`src/hdl/rgbhsv_pkg.sv`:
```
// ----------------------------------------------------------------------------
// rgbhsv_pkg
// shared constants and types for the rgb to hsv converter pipeline
// ----------------------------------------------------------------------------
`timescale 1ns / 1ps
`default_nettype none

package rgbhsv_pkg;

    // restoring divide steps done in one pipeline stage
    localparam int DIV_STEPS = 4;

    // which component holds the maximum, red wins ties, then green
    typedef enum logic [1:0] {
        SECT_RED,
        SECT_GREEN,
        SECT_BLUE
    } sector_t;

endpackage

`default_nettype wire

```
`src/hdl/rgbhsv_minmax.sv`:
```
// ----------------------------------------------------------------------------
// rgbhsv_minmax
// first stage: maximum, minimum, delta and hue sector of one pixel
// ----------------------------------------------------------------------------
`timescale 1ns / 1ps
`default_nettype none

module rgbhsv_minmax #(
    parameter int COMPONENT_BITS = 8
) (
    input  logic                      clk,
    input  logic                      en,
    input  logic [COMPONENT_BITS-1:0] red,
    input  logic [COMPONENT_BITS-1:0] green,
    input  logic [COMPONENT_BITS-1:0] blue,
    output logic [COMPONENT_BITS-1:0] red_p,
    output logic [COMPONENT_BITS-1:0] green_p,
    output logic [COMPONENT_BITS-1:0] blue_p,
    output logic [COMPONENT_BITS-1:0] maxv,
    output logic [COMPONENT_BITS-1:0] delta,
    output rgbhsv_pkg::sector_t       sector
);

    import rgbhsv_pkg::*;

    localparam int CW = COMPONENT_BITS;

    logic [CW-1:0] red_reg;
    logic [CW-1:0] green_reg;
    logic [CW-1:0] blue_reg;
    logic [CW-1:0] maxv_reg;
    logic [CW-1:0] delta_reg;
    sector_t       sector_reg;

    logic [CW-1:0] maxv_next;
    logic [CW-1:0] minv;
    logic [CW-1:0] delta_next;
    sector_t       sector_next;

    always_comb
    begin
        if (red >= green && red >= blue)
        begin
            sector_next = SECT_RED;
            maxv_next   = red;
        end
        else if (green >= blue)
        begin
            sector_next = SECT_GREEN;
            maxv_next   = green;
        end
        else
        begin
            sector_next = SECT_BLUE;
            maxv_next   = blue;
        end

        if (red <= green && red <= blue)
        begin
            minv = red;
        end
        else if (green <= blue)
        begin
            minv = green;
        end
        else
        begin
            minv = blue;
        end

        delta_next = maxv_next - minv;
    end

    always_ff @(posedge clk)
    begin
        if (en)
        begin
            red_reg    <= red;
            green_reg  <= green;
            blue_reg   <= blue;
            maxv_reg   <= maxv_next;
            delta_reg  <= delta_next;
            sector_reg <= sector_next;
        end
    end

    assign red_p   = red_reg;
    assign green_p = green_reg;
    assign blue_p  = blue_reg;
    assign maxv    = maxv_reg;
    assign delta   = delta_reg;
    assign sector  = sector_reg;

endmodule

`default_nettype wire

```
`src/hdl/rgbhsv_numer.sv`:
```
// ----------------------------------------------------------------------------
// rgbhsv_numer
// second stage: hue numerator and divisor, saturation dividend and divisor
// ----------------------------------------------------------------------------
`timescale 1ns / 1ps
`default_nettype none

module rgbhsv_numer #(
    parameter int COMPONENT_BITS = 8
) (
    input  logic                      clk,
    input  logic                      en,
    input  logic [COMPONENT_BITS-1:0] red,
    input  logic [COMPONENT_BITS-1:0] green,
    input  logic [COMPONENT_BITS-1:0] blue,
    input  logic [COMPONENT_BITS-1:0] maxv,
    input  logic [COMPONENT_BITS-1:0] delta,
    input  rgbhsv_pkg::sector_t       sector,
    output logic [COMPONENT_BITS+2:0] hue_rem,
    output logic [COMPONENT_BITS+2:0] hue_div,
    output logic [COMPONENT_BITS-1:0] sat_rem,
    output logic [COMPONENT_BITS-1:0] sat_low,
    output logic [COMPONENT_BITS-1:0] sat_div,
    output logic [COMPONENT_BITS-1:0] bright
);

    import rgbhsv_pkg::*;

    localparam int CW = COMPONENT_BITS;
    localparam int DW = CW + 3;
    localparam int NW = CW + 4;

    logic [DW-1:0]   hue_rem_reg;
    logic [DW-1:0]   hue_div_reg;
    logic [CW-1:0]   sat_rem_reg;
    logic [CW-1:0]   sat_low_reg;
    logic [CW-1:0]   sat_div_reg;
    logic [CW-1:0]   bright_reg;

    logic [DW-1:0]   hue_rem_next;
    logic [DW-1:0]   hue_div_next;
    logic [CW-1:0]   sat_rem_next;
    logic [CW-1:0]   sat_low_next;
    logic [CW-1:0]   sat_div_next;

    logic            gray;
    logic [DW-1:0]   d6;
    logic [NW-1:0]   ext_r;
    logic [NW-1:0]   ext_g;
    logic [NW-1:0]   ext_b;
    logic [NW-1:0]   ext_d2;
    logic [NW-1:0]   ext_d4;
    logic [NW-1:0]   ext_d6;
    logic [NW-1:0]   num;
    logic [2*CW-1:0] sat_x;

    always_comb
    begin
        gray   = (delta == '0);
        d6     = {1'b0, delta, 2'b00} + {2'b00, delta, 1'b0};
        ext_r  = {4'b0000, red};
        ext_g  = {4'b0000, green};
        ext_b  = {4'b0000, blue};
        ext_d2 = {3'b000, delta, 1'b0};
        ext_d4 = {2'b00, delta, 2'b00};
        ext_d6 = {1'b0, d6};

        // numerator over 6*delta is always in [0, 6*delta)
        unique case (sector)
            SECT_RED:
            begin
                if (green >= blue)
                begin
                    num = ext_g - ext_b;
                end
                else
                begin
                    num = ext_d6 + ext_g - ext_b;
                end
            end
            SECT_GREEN: num = ext_d2 + ext_b - ext_r;
            SECT_BLUE:  num = ext_d4 + ext_r - ext_g;
            default:    num = '0;
        endcase

        // delta * (2^cw - 1); the high half is already below max
        sat_x = {delta, {CW{1'b0}}} - {{CW{1'b0}}, delta};

        // gray: all-ones divisor over a zero dividend gives zero quotients
        hue_rem_next = gray ? '0 : num[DW-1:0];
        hue_div_next = gray ? '1 : d6;
        sat_rem_next = gray ? '0 : sat_x[2*CW-1:CW];
        sat_low_next = gray ? '0 : sat_x[CW-1:0];
        sat_div_next = gray ? '1 : maxv;
    end

    always_ff @(posedge clk)
    begin
        if (en)
        begin
            hue_rem_reg <= hue_rem_next;
            hue_div_reg <= hue_div_next;
            sat_rem_reg <= sat_rem_next;
            sat_low_reg <= sat_low_next;
            sat_div_reg <= sat_div_next;
            bright_reg  <= maxv;
        end
    end

    assign hue_rem = hue_rem_reg;
    assign hue_div = hue_div_reg;
    assign sat_rem = sat_rem_reg;
    assign sat_low = sat_low_reg;
    assign sat_div = sat_div_reg;
    assign bright  = bright_reg;

endmodule

`default_nettype wire

```
`src/hdl/rgbhsv_div_stage.sv`:
```
// ----------------------------------------------------------------------------
// rgbhsv_div_stage
// one divider stage: a few restoring steps for both hue and saturation
// ----------------------------------------------------------------------------
`timescale 1ns / 1ps
`default_nettype none

module rgbhsv_div_stage #(
    parameter int COMPONENT_BITS = 8,
    parameter int HUE_BITS       = 16,
    parameter int STAGE_IDX      = 0
) (
    input  logic                      clk,
    input  logic                      en,
    input  logic [COMPONENT_BITS+2:0] hue_rem,
    input  logic [COMPONENT_BITS+2:0] hue_div,
    input  logic [HUE_BITS-1:0]       hue_quo,
    input  logic [COMPONENT_BITS-1:0] sat_rem,
    input  logic [COMPONENT_BITS-1:0] sat_low,
    input  logic [COMPONENT_BITS-1:0] sat_div,
    input  logic [COMPONENT_BITS-1:0] sat_quo,
    input  logic [COMPONENT_BITS-1:0] bright,
    output logic [COMPONENT_BITS+2:0] hue_rem_p,
    output logic [COMPONENT_BITS+2:0] hue_div_p,
    output logic [HUE_BITS-1:0]       hue_quo_p,
    output logic [COMPONENT_BITS-1:0] sat_rem_p,
    output logic [COMPONENT_BITS-1:0] sat_low_p,
    output logic [COMPONENT_BITS-1:0] sat_div_p,
    output logic [COMPONENT_BITS-1:0] sat_quo_p,
    output logic [COMPONENT_BITS-1:0] bright_p
);

    import rgbhsv_pkg::*;

    localparam int CW = COMPONENT_BITS;
    localparam int HW = HUE_BITS;
    localparam int DW = CW + 3;

    logic [DW-1:0] hue_rem_reg;
    logic [DW-1:0] hue_div_reg;
    logic [HW-1:0] hue_quo_reg;
    logic [CW-1:0] sat_rem_reg;
    logic [CW-1:0] sat_low_reg;
    logic [CW-1:0] sat_div_reg;
    logic [CW-1:0] sat_quo_reg;
    logic [CW-1:0] bright_reg;

    logic [DW-1:0] h_rem;
    logic [DW:0]   h_t;
    logic [DW:0]   h_diff;
    logic [HW-1:0] h_q;
    logic [CW-1:0] s_rem;
    logic [CW-1:0] s_low;
    logic [CW:0]   s_t;
    logic [CW:0]   s_diff;
    logic [CW-1:0] s_q;

    always_comb
    begin
        h_rem  = hue_rem;
        h_q    = hue_quo;
        s_rem  = sat_rem;
        s_low  = sat_low;
        s_q    = sat_quo;
        h_t    = '0;
        h_diff = '0;
        s_t    = '0;
        s_diff = '0;

        for (int k = 0; k < DIV_STEPS; k++)
        begin
            // hue: fraction bits of rem / div, rem stays below div
            if (STAGE_IDX * DIV_STEPS + k < HW)
            begin
                h_t    = {h_rem, 1'b0};
                h_diff = h_t - {1'b0, hue_div};
                if (h_t >= {1'b0, hue_div})
                begin
                    h_rem = h_diff[DW-1:0];
                    h_q   = {h_q[HW-2:0], 1'b1};
                end
                else
                begin
                    h_rem = h_t[DW-1:0];
                    h_q   = {h_q[HW-2:0], 1'b0};
                end
            end

            // saturation: long division, low dividend bits shift in msb first
            if (STAGE_IDX * DIV_STEPS + k < CW)
            begin
                s_t    = {s_rem, s_low[CW-1]};
                s_diff = s_t - {1'b0, sat_div};
                s_low  = {s_low[CW-2:0], 1'b0};
                if (s_t >= {1'b0, sat_div})
                begin
                    s_rem = s_diff[CW-1:0];
                    s_q   = {s_q[CW-2:0], 1'b1};
                end
                else
                begin
                    s_rem = s_t[CW-1:0];
                    s_q   = {s_q[CW-2:0], 1'b0};
                end
            end
        end
    end

    always_ff @(posedge clk)
    begin
        if (en)
        begin
            hue_rem_reg <= h_rem;
            hue_div_reg <= hue_div;
            hue_quo_reg <= h_q;
            sat_rem_reg <= s_rem;
            sat_low_reg <= s_low;
            sat_div_reg <= sat_div;
            sat_quo_reg <= s_q;
            bright_reg  <= bright;
        end
    end

    assign hue_rem_p = hue_rem_reg;
    assign hue_div_p = hue_div_reg;
    assign hue_quo_p = hue_quo_reg;
    assign sat_rem_p = sat_rem_reg;
    assign sat_low_p = sat_low_reg;
    assign sat_div_p = sat_div_reg;
    assign sat_quo_p = sat_quo_reg;
    assign bright_p  = bright_reg;

endmodule

`default_nettype wire

```
`src/hdl/rgb_to_hsv_converter_core.sv`:
```
// ----------------------------------------------------------------------------
// rgb_to_hsv_converter_core
// stages: rgbhsv_minmax, rgbhsv_numer, then the chain of rgbhsv_div_stage stages
// throughput: one word per cycle while out_stall is low; each divider stage retires 4 quotient bits
// a stall holds each full stage with no empty stage after it, empty stages still fill
// reset clears the stage valid bits only, data registers are not reset
// ----------------------------------------------------------------------------
`timescale 1ns / 1ps
`default_nettype none

module rgb_to_hsv_converter_core #(
    parameter int COMPONENT_BITS = 8,
    parameter int HUE_BITS       = 16
) (
    input  logic                      clk,
    input  logic                      rst_n,
    input  logic                      in_valid,
    output logic                      in_stall,
    input  logic [COMPONENT_BITS-1:0] red,
    input  logic [COMPONENT_BITS-1:0] green,
    input  logic [COMPONENT_BITS-1:0] blue,
    output logic                      out_valid,
    input  logic                      out_stall,
    output logic [HUE_BITS-1:0]       hue,
    output logic [COMPONENT_BITS-1:0] saturation,
    output logic [COMPONENT_BITS-1:0] brightness
);

    import rgbhsv_pkg::*;

    localparam int CW    = COMPONENT_BITS;
    localparam int HW    = HUE_BITS;
    localparam int DW    = CW + 3;
    localparam int STEPS = (HW > CW) ? HW : CW;
    localparam int NDIV  = (STEPS + DIV_STEPS - 1) / DIV_STEPS;
    localparam int NST   = NDIV + 2;

    logic [NST-1:0] v_reg;
    logic [NST-1:0] v_next;
    logic [NST-1:0] en;

    logic [CW-1:0] s1_red;
    logic [CW-1:0] s1_green;
    logic [CW-1:0] s1_blue;
    logic [CW-1:0] s1_maxv;
    logic [CW-1:0] s1_delta;
    sector_t       s1_sector;

    logic [DW-1:0] h_rem  [NDIV+1];
    logic [DW-1:0] h_div  [NDIV+1];
    logic [HW-1:0] h_quo  [NDIV+1];
    logic [CW-1:0] s_rem  [NDIV+1];
    logic [CW-1:0] s_low  [NDIV+1];
    logic [CW-1:0] s_div  [NDIV+1];
    logic [CW-1:0] s_quo  [NDIV+1];
    logic [CW-1:0] bright [NDIV+1];

    // a stage moves when it is empty or the one after it moves
    always_comb
    begin
        en[NST-1] = !v_reg[NST-1] || !out_stall;
        for (int i = NST - 2; i >= 0; i--)
        begin
            en[i] = !v_reg[i] || en[i+1];
        end
        v_next[0] = en[0] ? in_valid : v_reg[0];
        for (int i = 1; i < NST; i++)
        begin
            v_next[i] = en[i] ? v_reg[i-1] : v_reg[i];
        end
    end

    always_ff @(posedge clk or negedge rst_n)
    begin
        if (!rst_n)
        begin
            v_reg <= '0;
        end
        else
        begin
            v_reg <= v_next;
        end
    end

    rgbhsv_minmax #(
        .COMPONENT_BITS(CW)
    ) u_minmax (
        .clk     (clk),
        .en      (en[0]),
        .red     (red),
        .green   (green),
        .blue    (blue),
        .red_p   (s1_red),
        .green_p (s1_green),
        .blue_p  (s1_blue),
        .maxv    (s1_maxv),
        .delta   (s1_delta),
        .sector  (s1_sector)
    );

    rgbhsv_numer #(
        .COMPONENT_BITS(CW)
    ) u_numer (
        .clk     (clk),
        .en      (en[1]),
        .red     (s1_red),
        .green   (s1_green),
        .blue    (s1_blue),
        .maxv    (s1_maxv),
        .delta   (s1_delta),
        .sector  (s1_sector),
        .hue_rem (h_rem[0]),
        .hue_div (h_div[0]),
        .sat_rem (s_rem[0]),
        .sat_low (s_low[0]),
        .sat_div (s_div[0]),
        .bright  (bright[0])
    );

    // quotients start empty and fill from the lsb side
    assign h_quo[0] = '0;
    assign s_quo[0] = '0;

    for (genvar i = 0; i < NDIV; i++)
    begin : g_div
        rgbhsv_div_stage #(
            .COMPONENT_BITS (CW),
            .HUE_BITS       (HW),
            .STAGE_IDX      (i)
        ) u_div_stage (
            .clk       (clk),
            .en        (en[i+2]),
            .hue_rem   (h_rem[i]),
            .hue_div   (h_div[i]),
            .hue_quo   (h_quo[i]),
            .sat_rem   (s_rem[i]),
            .sat_low   (s_low[i]),
            .sat_div   (s_div[i]),
            .sat_quo   (s_quo[i]),
            .bright    (bright[i]),
            .hue_rem_p (h_rem[i+1]),
            .hue_div_p (h_div[i+1]),
            .hue_quo_p (h_quo[i+1]),
            .sat_rem_p (s_rem[i+1]),
            .sat_low_p (s_low[i+1]),
            .sat_div_p (s_div[i+1]),
            .sat_quo_p (s_quo[i+1]),
            .bright_p  (bright[i+1])
        );
    end

    assign in_stall   = !en[0];
    assign out_valid  = v_reg[NST-1];
    assign hue        = h_quo[NDIV];
    assign saturation = s_quo[NDIV];
    assign brightness = bright[NDIV];

`ifndef ASSERT_OFF
    // zero saturation only happens for gray, which has zero hue
    a_gray_hue: assert property (@(posedge clk) disable iff (!rst_n)
        out_valid && saturation == '0 |-> hue == '0)
        else $error("zero saturation with nonzero hue");

    // a free output never backs up into the input
    a_no_stall: assert property (@(posedge clk) disable iff (!rst_n)
        !out_stall |-> !in_stall)
        else $error("input stalled while output is free");

    // input only stalls when every stage holds a word
    a_full_stall: assert property (@(posedge clk) disable iff (!rst_n)
        in_stall |-> &v_reg)
        else $error("input stalled with an empty stage");
`endif

endmodule

`default_nettype wire

```
`config.mk`:
```
export PLATFORM = sky130hd
export DESIGN_NAME = rgb_to_hsv_converter_core
export DESIGN_NICKNAME = d
export VERILOG_FILES = /design/src/hdl/rgbhsv_pkg.sv /design/src/hdl/rgbhsv_minmax.sv /design/src/hdl/rgbhsv_numer.sv /design/src/hdl/rgbhsv_div_stage.sv /design/src/hdl/rgb_to_hsv_converter_core.sv
export SDC_FILE = /design/constraint.sdc
export NUM_CORES = 1
export LEC_CHECK = 0
export ABC_AREA = 1
export CELL_PAD_IN_SITES_DETAIL_PLACEMENT = 1
export CELL_PAD_IN_SITES_GLOBAL_PLACEMENT = 2
export CORE_MARGIN = 2
export CORE_UTILIZATION = 44
export DETAILED_ROUTE_END_ITERATION = 8
export DONT_BUFFER_PORTS = 1
export PLACE_DENSITY = 0.87
export SYNTH_ARGS = -nofsm -noshare
export SYNTH_HDL_FRONTEND = slang
export SYNTH_SLANG_ARGS = --single-unit
export TNS_END_PERCENT = 50
```
`constraint.sdc`:
```
create_clock -name clk -period 15.6 [get_ports clk]
set_input_delay 0.78 -clock clk [delete_from_list [all_inputs] [get_ports clk]]
set_output_delay 0.78 -clock clk [all_outputs]
set_load 0.1 [all_outputs]
```
Word level (Yosys, flattened, before mapping). Index checks and enable logic that the tools add are counted.

Bits in registers: 288. Input bits: 28. Output and inout port bits: 34. Word-level logic and storage cells: 178.

$add $sub $neg: 32. Magnitude comparators: 31. Equality and inequality tests: 2. Multiplexer cells: 53. Reduce and logical (&&, ||, !) cells: 18.

Operators by type and width (count): >= comparator 12 x 11 -> 1 bit (16); two-way mux 11 bit (16); subtractor 11 bit (15); two-way mux 8 bit (11); >= comparator 9 x 8 -> 1 bit (8); subtractor 8 bit (8); one-hot mux 11 bit (3 select lines) (1); subtractor 11 x 8 -> 11 bit (3); >= comparator 8 bit (4); <= comparator 8 bit (3); two-way mux 1 bit (24); subtractor 16 x 8 -> 16 bit (1); adder 10 x 8 -> 11 bit (1); adder 10 x 9 -> 11 bit (1); adder 11 x 8 -> 11 bit (1); adder 9 x 8 -> 10 bit (1); subtractor 8 x 8 -> 9 bit (1); logical NOT 1 bit (8); logical NOT 8 bit (1); logical OR 1 bit (6); equality test 2 x 1 -> 1 bit, second input constant (1); equality test 2 bit, second input constant (1); logical AND 1 bit (2); logical NOT 2 bit (1); two-way mux 2 bit (1).

Depth between registers and ports, before layout.
Word-level depth: 8. Mapped depth: 51. Mapped depth without buffers: 47.

Hierarchy. A second synthesis with hierarchy kept.

Cells, all modules: 3681. Area, all modules: 31378.8 um2.

By module, submodules not included: rgbhsv_div_stage at g_div[1].u_div_stage (instances 1, cells each 854, area an instance 6776.5 um2, seq. area each 2222.1 um2); rgbhsv_div_stage at g_div[0].u_div_stage (instances 1, cells each 837, area an instance 6627.6 um2, seq. area each 2222.1 um2); rgbhsv_numer (instances 1, cells each 602, area an instance 5047.3 um2, seq. area each 1621.6 um2); rgbhsv_div_stage at g_div[2].u_div_stage (instances 1, cells each 544, area an instance 4986.0 um2, seq. area each 2342.2 um2); rgbhsv_div_stage at g_div[3].u_div_stage (instances 1, cells each 547, area an instance 4969.8 um2, seq. area each 2342.2 um2); rgbhsv_minmax (instances 1, cells each 271, area an instance 2706.3 um2, seq. area each 1261.2 um2); rgb_to_hsv_converter_core (instances 1, cells each 26, area an instance 265.3 um2, seq. area each 150.1 um2).

Worst setup path after synthesis. OpenSTA, ideal clock, no wires.

Path type: register to register. Start point: register v_reg[5]. End point: register u_minmax.blue_reg[0], in the netlist u_minmax.blue_p[0] (enable). Library setup time: 0.397 ns. Arrival time: 8.339 ns. Path slack: 6.864 ns. Stages on the path, launching flop included: 12. Path buffers: 0. Period minus slack after synthesis: 8.736 ns. Cells stage by stage: dfrtp_1 nand2_1 nor2_1 inv_1 nor2_1 inv_1 nor2_1 inv_1 nor2_1 inv_1 nor2_1 inv_1.

Cells in the longest elaborated chain, start to end: 7.

RTL lines: start, declared (line rgb_to_hsv_converter_core.sv:38) `logic [NST-1:0] v_reg;`; start signal, assigned (line rgb_to_hsv_converter_core.sv:81) `v_reg <= v_next;`; logical NOT 1 bit (line rgb_to_hsv_converter_core.sv:61) `en[NST-1] = !v_reg[NST-1] || !out_stall;`; logical OR 1 bit (line rgb_to_hsv_converter_core.sv:61); net g_div[3].u_div_stage.en (line rgbhsv_div_stage.sv:14) `input logic en,`; logical OR 1 bit (line rgb_to_hsv_converter_core.sv:64) `en[i] = !v_reg[i] || en[i+1];`; net g_div[2].u_div_stage.en (line rgbhsv_div_stage.sv:14); logical OR 1 bit (line rgb_to_hsv_converter_core.sv:64); net g_div[1].u_div_stage.en (line rgbhsv_div_stage.sv:14); logical OR 1 bit (line rgb_to_hsv_converter_core.sv:64); net g_div[0].u_div_stage.en (line rgbhsv_div_stage.sv:14); logical OR 1 bit (line rgb_to_hsv_converter_core.sv:64); net u_numer.en (line rgbhsv_numer.sv:12) `input logic en,`; logical OR 1 bit (line rgb_to_hsv_converter_core.sv:64); end signal, assigned (line rgbhsv_minmax.sv:80) `blue_reg <= blue;`; end, declared (line rgbhsv_minmax.sv:30) `logic [CW-1:0] blue_reg;`.

The timed path passes the listed nets, and every way through them passes these cells. A chain may end at the register's enable or synchronous reset.

Worst setup path in the final report.
Start point: register g_div[1].u_div_stage.hue_div_reg[0]. End point: register g_div[2].u_div_stage.hue_rem_reg[1] (data pin).

Cells in the longest elaborated chain, start to end: 8.

RTL lines: start, declared (line rgbhsv_div_stage.sv:40) `logic [DW-1:0] hue_div_reg;`; start signal, assigned (line rgbhsv_div_stage.sv:114) `hue_div_reg <= hue_div;`; subtractor 11 bit or >= comparator 12 x 11 -> 1 bit (tied branches) (line rgbhsv_div_stage.sv:76, rgbhsv_div_stage.sv:77); two-way mux 11 bit (line rgbhsv_div_stage.sv:77) `if (h_t >= {1'b0, hue_div})`; subtractor 11 bit or >= comparator 12 x 11 -> 1 bit (tied branches) (line rgbhsv_div_stage.sv:76, rgbhsv_div_stage.sv:77); two-way mux 11 bit (line rgbhsv_div_stage.sv:77); >= comparator 12 x 11 -> 1 bit or subtractor 11 bit (tied branches) (line rgbhsv_div_stage.sv:77, rgbhsv_div_stage.sv:76); two-way mux 11 bit (line rgbhsv_div_stage.sv:77); subtractor 11 bit or >= comparator 12 x 11 -> 1 bit (tied branches) (line rgbhsv_div_stage.sv:76, rgbhsv_div_stage.sv:77); two-way mux 11 bit * (line rgbhsv_div_stage.sv:77); net g_div[2].u_div_stage.h_rem[1] (line rgbhsv_div_stage.sv:48) `logic [DW-1:0] h_rem;`; end signal, assigned (line rgbhsv_div_stage.sv:113) `hue_rem_reg <= h_rem;`; end, declared (line rgbhsv_div_stage.sv:39) `logic [DW-1:0] hue_rem_reg;`.

Mark *: on every way through the listed nets, which the timed path passes. The rest lies on a longest branch.

==> results.md <==
- CTS Buffer Depth: 3
- Required time worst endpoint: 15.90 ns
- Main flop type after synthesis: edfxtp_1
- Crit-path max cell delay: 0.70 ns
- Yosys warns: 0
- #FFs+latches synth: 288
- Sequential share of the synthesized area: 0.344
- Fin cells: 3,773
- Number of synthesized flops with an enable pin: 282
- Achievable frequency: 119 MHz
- Outcome: completed
- Cell Area, Synth: 25,100 um^2
- Core region area: 56,400 um^2
- Count leader, synth: nand2_1
- Remaining antenna violation count after routing: 0
- Grt total ovfl: 0
- Async set-reset flop share out of synthesis: 0.0208
- IO Port Bufs: 0
- Post-Syn Nets: 3,365
- DR WL/cell: 19.3 um
- Area Overhead vs Synth: 7.31%
- RSZ-0062 raised after global routing: no
- Layout cells sized above 1: 0.0620
- Yosys top cell by area: edfxtp_1
- Top post-synthesis cells by count: 627 x nand2_1, 405 x inv_1, 319 x ha_1, 282 x edfxtp_1, 272 x a21oi_1
- # diodes: 0
- Drt initial violations: 939
- CTS tree: yes
- Slew Limit Fails: 0
- Row count: 87
- DR DRC count: 0
- Clock sinks: 288
- Num CTS Buffers: 36
- Via count: 20,500
- MaxCap Viol Count: 0
- Drt first pass iters: 5
- Final wirelength: 72.6 mm
- Largest cells by area after synthesis: edfxtp_1 34%, ha_1 16%, nand2_1 9.4%
- Post-Route Utilization: 0.477
- Normalized max-slew margin: 0.229
- Place WS: 7.34 ns
- Die Wd: 243 um
- Critical path fanouts, max: 18
- Clock Root Buffer: clkbuf_16
- Mapped Cells: 2,987
- Routability congestion estimate: 0.882
- Hold depth: 0
- R2R cell count: 39
- Vias per cell: 5.43
- Setup_tns: 0 ns
- Synth Area per Inst: 8.40 um^2
- Period minus WS final: 8.38 ns
- Chip Height: 243 um
- Endpoints failing setup: 0
- Tcrit/Tclk final: 0.537
- Vias in the first global route: 21,800
- Final Hold Viols: 0
- Setup WS post-layout: 7.22 ns
- Crit path kind: flop to flop
- Nets: 3,370
- First-pass GRT wire length: 117 mm
- Largest net degree at the start of global routing: 60
- CP arrival: 8.68 ns
- Initial Utilization: 0.445
- Initial antenna violation count: 0
- Worst Skew: 0.0223 ns
- Share of the synthesized area in the top cell type: 0.338
- H-tree depth: 2
- Largest register FFs: 40
- Netlist cell types: 58
- Hold WC Path Type: input pin to flop
- Cell total after placement: 3,709
- Io pins: 62
- CP max-delay cell: edfxtp_1
- Final HPWL DP: 58.4 mm
- Worst skew pair latency: 0.57 ns
- Most used cell, CP: nand2_1
- Clk slew on worst S/H paths: 0.06 ns
- Die footprint: 58,900 um^2
- Worst-Margin Slew: 1.16 ns
- Total Routing Usage GR: 0.245
- Critical Path Source Type: flop
- Crit. End Element: flop
==> final cells by class <==
class,instances,area (um^2)
Fill cell,6845,29500
Clock buffer,46,938
Inverter,427,1620
Sequential cell,288,8620
Tap cell,756,946
Multi-Input combinational cell,2231,14600
Clock inverter,17,169
Timing Repair Buffer,8,62.6
==> stage by stage <==
step / hold slack [ns] / instance area (um^2)
2_1_floorplan: 0.400 / 25100
3_3_place_gp: 0.401 / 25800
3_5_place_dp: 0.406 / 25800
4_1_cts: 0.290 / 26900
5_1_grt: 0.296 / 26900
6_report: 0.319 / 26900
==> routing by layer <==
metal,GRT usage,part of all wire,vias up
li1,-,-,10200
met1,0.316,0.46,9985
met2,0.439,0.50,238
met3,0.0260,0.023,87
met4,0.0606,0.021,0
met5,0,0,-
==> cells by family (layout without fill, tap and decap cells) <==
| group | Yosys count | in the layout | share of synthesized area |
|---|---|---|---|
| adders and majority gates | 350 | 350 | 0.184 |
| buffers and inverters | 468 | 498 | 0.0758 |
| and+or+nand+nor | 1065 | 1065 | 0.186 |
| AOI/OAI and AO/OA | 612 | 612 | 0.139 |
| DFF | 288 | 288 | 0.344 |
| xor gates and xnor gates | 203 | 203 | 0.0709 |
| muxes | 1 | 1 | 0.000449 |
==> final timing paths <==
path	slack, ns	to	from
max in group asynchronous	14.55	v_reg[0]	rst_n
min reg2reg	0.41	g_div[2].u_div_stage.sat_quo_p[6]	g_div[1].u_div_stage.sat_quo_p[6]
max	7.22	g_div[2].u_div_stage.hue_rem_p[1]	g_div[1].u_div_stage.hue_div_p[0]
min	0.32	u_minmax.blue_p[6]	blue[6]
min in group asynchronous	0.66	v_reg[5]	rst_n
max reg2reg	7.22	g_div[2].u_div_stage.hue_rem_p[1]	g_div[1].u_div_stage.hue_div_p[0]
==> critical path: cells and delay by family (launching register included) <==
family	cells	cell delay [ns]
buf+inv	2	0.38
simple gates	16	2.27
fa+ha+maj	4	1.61
compound gates	17	3.16
flops	1	0.70
==> placed cells by master, fill, tap and decap left out, types with 6 or more instances in the layout <==
| master | Yosys | layout |
|---|---|---|
| nand2_1 | 627 | 626 |
| inv_1 | 405 | 401 |
| ha_1 | 319 | 319 |
| edfxtp_1 | 282 | 282 |
| a21oi_1 | 272 | 272 |
| nor2_1 | 190 | 189 |
| o21ai_0 | 164 | 164 |
| xor2_1 | 148 | 148 |
| nand3_1 | 87 | 87 |
| xnor2_1 | 55 | 55 |
| nand4_1 | 42 | 42 |
| clkbuf_16 | 0 | 36 |
| nor3_1 | 32 | 32 |
| fa_1 | 31 | 31 |
| o211ai_1 | 28 | 28 |
| o21ai_1 | 28 | 28 |
| o21ai_2 | 24 | 24 |
| or2_2 | 22 | 22 |
| o21bai_1 | 20 | 20 |
| inv_2 | 14 | 18 |
| a31oi_1 | 17 | 17 |
| nand2_2 | 11 | 12 |
| nor2_4 | 12 | 12 |
| a21o_1 | 10 | 10 |
| nand3_2 | 10 | 10 |
| clkbuf_1 | 7 | 10 |
| clkinv_1 | 4 | 9 |
| o31ai_1 | 9 | 9 |
| o21a_1 | 7 | 7 |
| nor2_2 | 6 | 7 |
| o22ai_1 | 7 | 7 |
| buf_4 | 16 | 7 |
| nand3_4 | 6 | 6 |
| dfrtp_1 | 6 | 6 |
==> repair_timing <==
action                                  CTS  global route
resized for setup                         0             0
buffers inserted                          0             0
endpoints found under the hold margin     6             0
hold buffers                              1             0
endpoints found under the setup margin    0             0
Power is not shown: default switching activity piles up to over one toggle a cycle in this logic, so the estimate is an artifact.
